File: src/rtl/nsr_pkg.sv
`default_nettype none

package nsr_pkg;

    // Iteration cap
    localparam int MAX_PASSES = 32;
    localparam int PASS_W     = $clog2(MAX_PASSES + 1);

    // Field widths
    localparam int VAL_W   = 32;             // Q16.16
    localparam int LIMIT_W = 18;             // Q2.16
    localparam int FRAC_W  = 16;
    localparam int DVD_W   = VAL_W + FRAC_W; // x << 16
    localparam int BIT_W   = $clog2(DVD_W);
    localparam int SQ_W    = 2 * VAL_W;
    localparam int BOUND_W = LIMIT_W + VAL_W;

    localparam int PASSES_W = 6;
    localparam int S_DATA_W = 32;
    localparam int M_DATA_W = 40;            // root, passes, zero pad

    localparam logic [VAL_W-1:0] ONE_Q16 = VAL_W'(32'h0001_0000);
    localparam logic [LIMIT_W-1:0] LIMIT_RESET = LIMIT_W'(66191);

    typedef enum logic [2:0] {
        ST_IDLE,
        ST_BOUND,
        ST_DIV,
        ST_UPDATE,
        ST_SQUARE,
        ST_CHECK,
        ST_DONE
    } nsr_state_t;

endpackage

`default_nettype wire

File: src/rtl/newton_square_root.sv
`default_nettype none

// Newton-Raphson square root, unsigned Q16.16 in and out, one transaction at a time.
// A zero input skips the passes; otherwise P passes are made, P = 1..MAX_PASSES.
// Each pass is a restoring divide (one quotient bit per cycle) in the shared
// divider, one update, one 32x32 square and one compare. Input ready only when idle.
// A new input is taken only once the last result is loaded, which waits while m_tready holds off.
// Reset (aresetn, synchronous, active low) clears the sequencer and output valid and
// loads ratio_limit with its default of about 1.01 (Q2.16).

module newton_square_root (
    input  wire                          aclk,
    input  wire                          aresetn,

    // Input stream
    input  wire                          s_tvalid,
    output logic                         s_tready,
    input  wire  [nsr_pkg::S_DATA_W-1:0] s_tdata,   // [31:0] input_value

    // Result stream
    output logic                         m_tvalid,
    input  wire                          m_tready,
    output logic [nsr_pkg::M_DATA_W-1:0] m_tdata,   // [31:0] root, [37:32] passes, [39:38] zero
    output logic [0:0]                   m_tuser,   // [0] hit_limit

    // Configuration write: ratio_limit
    input  wire                          cfg_valid,
    output logic                         cfg_ready,
    input  wire  [nsr_pkg::LIMIT_W-1:0]  cfg_data
);

    import nsr_pkg::*;

    nsr_state_t state_reg, state_next;

    logic [LIMIT_W-1:0] limit_reg;

    // Operands and loop state
    logic [VAL_W-1:0]   x_reg,     x_next;
    logic [VAL_W-1:0]   guess_reg, guess_next;
    logic [PASS_W-1:0]  pass_reg,  pass_next;
    logic [BOUND_W-1:0] bound_reg, bound_next;
    logic [SQ_W-1:0]    sq_reg,    sq_next;

    // Shared restoring divider: dividend shifts out as quotient shifts in
    logic [DVD_W-1:0]   dvd_reg,   dvd_next;
    logic [VAL_W-1:0]   rem_reg,   rem_next;
    logic [BIT_W-1:0]   bit_reg,   bit_next;

    // Output register
    logic               out_valid_reg, out_valid_next;
    logic [VAL_W-1:0]   root_reg,  root_next;
    logic [PASS_W-1:0]  opass_reg, opass_next;
    logic               hit_reg,   hit_next;
    logic               fin_hit_reg, fin_hit_next;

    // Datapath helpers
    logic [VAL_W-1:0]   divisor;
    logic [VAL_W:0]     trial;
    logic [VAL_W+1:0]   diff;
    logic               q_bit;
    logic [DVD_W:0]     sum;
    logic [DVD_W-1:0]   half;
    logic [VAL_W-1:0]   new_guess;
    logic               converged;
    logic               at_cap;
    logic               out_free;
    logic [PASS_W+PASSES_W-1:0] pass_ext;

    // Zero guess never occurs for nonzero x; kept as 1 to avoid a zero divisor
    assign divisor = (guess_reg == '0) ? VAL_W'(1) : guess_reg;
    assign trial   = {rem_reg, dvd_reg[DVD_W-1]};
    assign diff    = {1'b0, trial} - {2'b00, divisor};
    assign q_bit   = ~diff[VAL_W+1];

    // (q + g) / 2, saturated to 32 bits
    assign sum       = {1'b0, dvd_reg} + {{(DVD_W-VAL_W+1){1'b0}}, guess_reg};
    assign half      = sum[DVD_W:1];
    assign new_guess = (half[DVD_W-1:VAL_W] != '0) ? '1 : half[VAL_W-1:0];

    assign converged = sq_reg < {{(SQ_W-BOUND_W){1'b0}}, bound_reg};
    assign at_cap    = pass_reg >= PASS_W'(MAX_PASSES);
    assign out_free  = ~out_valid_reg | m_tready;

    assign s_tready  = (state_reg == ST_IDLE);
    assign cfg_ready = 1'b1;

    assign pass_ext  = {{PASSES_W{1'b0}}, opass_reg};
    assign m_tvalid  = out_valid_reg;
    assign m_tdata   = {2'b00, pass_ext[PASSES_W-1:0], root_reg};
    assign m_tuser   = hit_reg;

    always_comb begin
        state_next     = state_reg;
        x_next         = x_reg;
        guess_next     = guess_reg;
        pass_next      = pass_reg;
        bound_next     = bound_reg;
        sq_next        = sq_reg;
        dvd_next       = dvd_reg;
        rem_next       = rem_reg;
        bit_next       = bit_reg;
        fin_hit_next   = fin_hit_reg;
        out_valid_next = out_valid_reg & ~m_tready;
        root_next      = root_reg;
        opass_next     = opass_reg;
        hit_next       = hit_reg;

        case (state_reg)
            ST_IDLE: begin
                if (s_tvalid) begin
                    x_next       = s_tdata[VAL_W-1:0];
                    guess_next   = ONE_Q16;
                    pass_next    = '0;
                    fin_hit_next = 1'b0;
                    if (s_tdata[VAL_W-1:0] == '0) begin
                        guess_next = '0;
                        state_next = ST_DONE;
                    end else begin
                        state_next = ST_BOUND;
                    end
                end
            end
            ST_BOUND: begin
                // limit * x, at scale 2^-32 like g*g
                bound_next = BOUND_W'(limit_reg) * BOUND_W'(x_reg);
                dvd_next   = {x_reg, {FRAC_W{1'b0}}};
                rem_next   = '0;
                bit_next   = '0;
                state_next = ST_DIV;
            end
            ST_DIV: begin
                rem_next = q_bit ? diff[VAL_W-1:0] : trial[VAL_W-1:0];
                dvd_next = {dvd_reg[DVD_W-2:0], q_bit};
                bit_next = bit_reg + BIT_W'(1);
                if (bit_reg == BIT_W'(DVD_W - 1)) begin
                    state_next = ST_UPDATE;
                end
            end
            ST_UPDATE: begin
                guess_next = new_guess;
                pass_next  = pass_reg + PASS_W'(1);
                state_next = ST_SQUARE;
            end
            ST_SQUARE: begin
                sq_next    = SQ_W'(guess_reg) * SQ_W'(guess_reg);
                state_next = ST_CHECK;
            end
            ST_CHECK: begin
                if (converged) begin
                    state_next = ST_DONE;
                end else if (at_cap) begin
                    fin_hit_next = 1'b1;
                    state_next   = ST_DONE;
                end else begin
                    dvd_next   = {x_reg, {FRAC_W{1'b0}}};
                    rem_next   = '0;
                    bit_next   = '0;
                    state_next = ST_DIV;
                end
            end
            ST_DONE: begin
                // wait until the output register is free
                if (out_free) begin
                    out_valid_next = 1'b1;
                    root_next      = guess_reg;
                    opass_next     = pass_reg;
                    hit_next       = fin_hit_reg;
                    state_next     = ST_IDLE;
                end
            end
            default: begin
                state_next = ST_IDLE;
            end
        endcase
    end

    always_ff @(posedge aclk) begin
        if (!aresetn) begin
            state_reg     <= ST_IDLE;
            out_valid_reg <= 1'b0;
            limit_reg     <= LIMIT_RESET;
        end else begin
            state_reg     <= state_next;
            out_valid_reg <= out_valid_next;
            if (cfg_valid) begin
                limit_reg <= cfg_data;
            end
        end
    end

    always_ff @(posedge aclk) begin
        x_reg       <= x_next;
        guess_reg   <= guess_next;
        pass_reg    <= pass_next;
        bound_reg   <= bound_next;
        sq_reg      <= sq_next;
        dvd_reg     <= dvd_next;
        rem_reg     <= rem_next;
        bit_reg     <= bit_next;
        fin_hit_reg <= fin_hit_next;
        root_reg    <= root_next;
        opass_reg   <= opass_next;
        hit_reg     <= hit_next;
    end

endmodule

`default_nettype wire
File: config.mk
export PLATFORM = sky130hd
export DESIGN_NAME = newton_square_root
export DESIGN_NICKNAME = d
export VERILOG_FILES = /design/src/rtl/nsr_pkg.sv /design/src/rtl/newton_square_root.sv
export SDC_FILE = /design/constraint.sdc
export NUM_CORES = 2
export LEC_CHECK = 0
export BUFFER_PORTS_ARGS = -buffer_cell sky130_fd_sc_hd__buf_4
export CAP_MARGIN = 20
export CORE_AREA = 2 2 328 330
export DETAILED_ROUTE_END_ITERATION = 10
export DIE_AREA = 0 0 330 332
export HOLD_SLACK_MARGIN = 0.02
export PLACE_DENSITY = 0.76
export SYNTH_ARGS = -nofsm -noshare
export SYNTH_HDL_FRONTEND = slang
export SYNTH_SLANG_ARGS = --single-unit
export TNS_END_PERCENT = 50
File: constraint.sdc
create_clock -name aclk -period 18.2 [get_ports aclk]
set_input_delay 3.64 -clock aclk [delete_from_list [all_inputs] [get_ports aclk]]
set_output_delay 3.64 -clock aclk [all_outputs]
set_load 0.01 [all_outputs]
Word level (Yosys, flattened, before mapping). Index checks and enable logic that the tools add are counted.

Output and inout bits: 44. Logic and storage cells: 84. Register bits: 332.

Reductions and logical operators: 13. Multiply operators: 2. Order comparisons: 2. Eq/ne operators: 13. Bitwise gates (word level): 5. Mux-type cells: 30. Add/subtract/negate cells: 4.

Operator list (number): 32-bit two-way mux (6); 48-bit one-hot mux with 3 select lines (1); 48-bit two-way mux (2); 32-bit one-hot mux with 3 select lines (1); 32-bit zero test (2); 64-bit by 50-bit less-than comparator with 1-bit output (1); 32-bit by 32-bit multiplier with 64-bit output (1); 32-bit one-hot mux with 2 select lines (1); 18-bit by 32-bit multiplier with 50-bit output (1); 48-bit by 32-bit adder with 49-bit output (1); 33-bit by 32-bit subtractor with 34-bit output (1); 3-bit one-hot mux with 7 select lines (1); 3-bit two-way mux (6); 6-bit two-way mux (3); 6-bit one-hot mux with 3 select lines (1); 17-bit two-way mux (1); 16-bit nonzero test (1); 6-bit by 1-bit adder with 6-bit output (second input constant) (2); 2-bit inequality test (second input constant) (6); 6-bit one-hot mux with 2 select lines (1); 3-bit equality test (second input constant) (3); 3-bit by 2-bit equality test with 1-bit output (second input constant) (2); 6-bit equality test (second input constant) (1); 6-bit greater-or-equal comparator (second input constant) (1); 12 further kinds (22).

Logic depth before layout (Yosys ltp).
Depth in word-level cells: 5. Gate-level depth with buffers: 33.

Worst setup path after synthesis. Ideal clock, no wire load.

Kind: register -> register. Start: register guess_reg[12]. End: register sq_reg[47] (data pin). Clock period less this slack: 8.005 ns. Data arrival time: 7.742 ns. Buffers on the path: 3. Data required time: 17.937 ns. Stages on the path, launching flop included: 30. Setup slack: 10.195 ns. Path through: edfxtp_1 clkbuf_1 clkinv_1 clkbuf_1 nor2_1 fa_1 fa_1 fa_1 inv_1 fa_1 inv_1 fa_1 fa_1 fa_1 inv_1 fa_1 inv_1 ha_1 a21oi_1 o211ai_1 a41oi_1 o31ai_1 o2111a_1 or2_1 clkbuf_1 a21o_1 a21o_1 a21o_1 a311oi_1 xnor2_1.

Longest elaborated chain between the ends: 1.

RTL lines: start, declared (RTL line newton_square_root.sv:40) `logic [VAL_W-1:0] guess_reg, guess_next;`; start signal, assigned (RTL line newton_square_root.sv:194) `guess_reg <= guess_next;`; 32-bit by 32-bit multiplier with 64-bit output (RTL line newton_square_root.sv:146) `sq_next = SQ_W'(guess_reg) * SQ_W'(guess_reg);`; end signal, assigned (RTL line newton_square_root.sv:197) `sq_reg <= sq_next;`; end, declared (RTL line newton_square_root.sv:43) `logic [SQ_W-1:0] sq_reg, sq_next;`.

No other way between the ends. A chain may end at the register's enable or synchronous reset.

Final worst setup path.
Start: register guess_reg[7]. End: register sq_reg[62] (data pin).

Same word-level chain as after synthesis.

==> run metrics <==
status=finished, violations left; failing checks=design-rule violations; DR pass1 iterations=9; core area=106,000 sq um; worst reg-to-reg setup slack=8.54 ns; reg-to-reg critical path startpoint=guess_reg[7]$_SDFFCE_PN0P_; period utilization=0.531; CP max FO=19; ys flop type=edfxtp_1; Die Wd=330 um; Worst Setup EP=sq_reg[62]$_DFFE_PP_; DRT iter0 DRCs=3,564; final hold vios=0; most frequent cells in the layout=inv_1 (1,566), fa_1 (1,274), nand2_1 (883); vias per cell=5.75; clk buf depth=3; # DRC=10; RSZ-0062 raised after global routing=false; total CTS buffers=41; fin nets=8,449; critical setup path kind=flop to flop; IO Pins=99; CTS Root Cell=clkbuf_16; Sum Neg Setup Slack=0 ns; Yosys warning total=0; Post-Syn Area=63,100 sq um; RePlAce Congestion=0.959; global-route wire length before repair=271 mm; Gate Count Post-Synth=6,627; max reg flops=63; post-synthesis area per instance=9.53 sq um; Peak Freq=0.104 GHz; vias in the first global route=49,400; critical path endpoint category=flop; crit path launch=guess_reg[7]$_SDFFCE_PN0P_; Crit path largest cell delay=0.77 ns; cts-stage hold buffer count=0; Post-synth ARST share=0; skew final=0.0635 ns; CP dominant cell by count=fa_1; reported max-cap violation count=0; Slew Limit Fails=0; Worst R2R End=sq_reg[62]$_DFFE_PP_; synth-to-layout area growth=5.64%; CP Launch Type=flop; Total GRT Usage=0.322; fill count=8,668; FF+latch count, synth=331; initial core utilization=0.594; PostCTS Resize Cnt=0; Routed Antenna Nets=0; Period minus WS final=9.66 ns; most common cell after layout, fill and taps aside=inv_1; Reg clk slew, reported paths=0.06 ns; max_slew headroom=0.204; top cell type's share of synthesized area=0.404; CTS tree=yes; share of cells above drive strength 1=0.0514; postcts setup bufs=0; largest net degree at the start of global routing=87; DIE AREA=110,000 sq um; port buffer count=95; Die H=332 um; Post-DP HPWL=129 mm; antenna violations before repair=6; Skew-Pair Late Insertion Delay=0.61 ns; top cells by area, synth=fa_1 (40%), edfxtp_1 (15%), ha_1 (11%), inv_1 (9.3%), nand2_1 (5.2%); reg2reg path depth=25; clk sinks=331; Final setup viols=0; Synth cell types=79; Critical Path RT=18.50 ns; via count=46,200; Routed wire per std cell=21.2 um; Routed WL=170 mm; Post-synth EDFFs=309; GRT overflow=0; HP Class=flop to flop; min-delay src=fin_hit_reg$_DFFE_PP_; CP max-delay cell=clkinv_1; Tightest Pin Transition=1.19 ns; htree depth=2; largest area contributor in the synthesized netlist=fa_1; sequential fraction of the synthesis area=0.154; CP arrival=9.96 ns; FP Rows=120
## how the worst min path moves through the flow
| stage | to | slack, ns | cells after the start |
|---|---|---|---|
| final | m_tuser$_DFFE_PP_ | 0.42 | 0 |
| after global routing | m_tuser$_DFFE_PP_ | 0.44 | 0 |
| after floorplan | m_tuser$_DFFE_PP_ | 0.40 | 0 |
| after global placement | m_tuser$_DFFE_PP_ | 0.40 | 0 |
| after detailed placement | m_tuser$_DFFE_PP_ | 0.41 | 0 |
| after CTS | m_tuser$_DFFE_PP_ | 0.43 | 0 |
## kinds of logic after synthesis
kind of cell	synth area share
AO/OA/AOI/OAI	0.0661
buffers and inverters	0.111
other	0.000119
multiplexers	0.00783
adder cells (fa/ha/maj)	0.510
XOR/XNOR	0.0291
flip-flops	0.154
AND/OR/NAND/NOR	0.122
## layout make-up
| class | instances | area [sq um] | area share |
|---|---|---|---|
| repair buffers | 200 | 1520 | 0.0228 |
| well taps | 1403 | 1760 | 0.0263 |
| clock buffers | 49 | 1100 | 0.0165 |
| multi-input cells | 4440 | 46400 | 0.696 |
| flip-flops and latches | 331 | 9720 | 0.146 |
| inverters | 1572 | 5900 | 0.0885 |
| diodes | 2 | 5.00 | 0.0000750 |
| clock inverters | 25 | 259 | 0.00388 |
## Yosys cell counts, drive strengths merged (29+ instances only)
library cell / instances
edfxtp: 309
mux2i: 46
nand2b: 31
and2: 189
inv: 1566
clkbuf: 253
a21oi: 197
nand3: 54
xnor2: 125
buf: 32
fa: 1274
ha: 534
nor2: 374
nand2: 883
nor3: 29
xor2: 85
o21ai: 121
a21o: 114
nor2b: 45
a31oi: 29
nand4: 36
## worst max-delay path, delay by kind of cell (launching register included)
kind	cells	cell delay [ns]
AND/OR/NAND/NOR	1	0.56
XOR/XNOR	1	0.10
flip-flops	1	0.32
buffers and inverters	4	1.23
adder cells (fa/ha/maj)	9	4.27
AO/OA/AOI/OAI	10	2.89
## stage by stage
step	utilization	hold slack, ns	setup WS, ns	std cells	instance area, sq um
global placement	0.614	0.404	8.54	7944	65300
detailed placement	0.614	0.415	8.42	7944	65300
floorplan	-	0.400	10.20	6628	63100
global route	0.627	0.443	7.97	8020	66700
finish	0.627	0.425	8.54	8022	66700
CTS	0.627	0.429	8.35	8018	66700
## metal layers
metal	part of all wire	GRT usage	routed length, um
met1	0.37	0.410	62900
met2	0.48	0.530	81400
met3	0.095	0.0664	16100
met4	0.056	0.148	9470
met5	0.00044	0	75
Power is not shown: default switching activity piles up to over one toggle a cycle in this logic, so the estimate is an artifact.
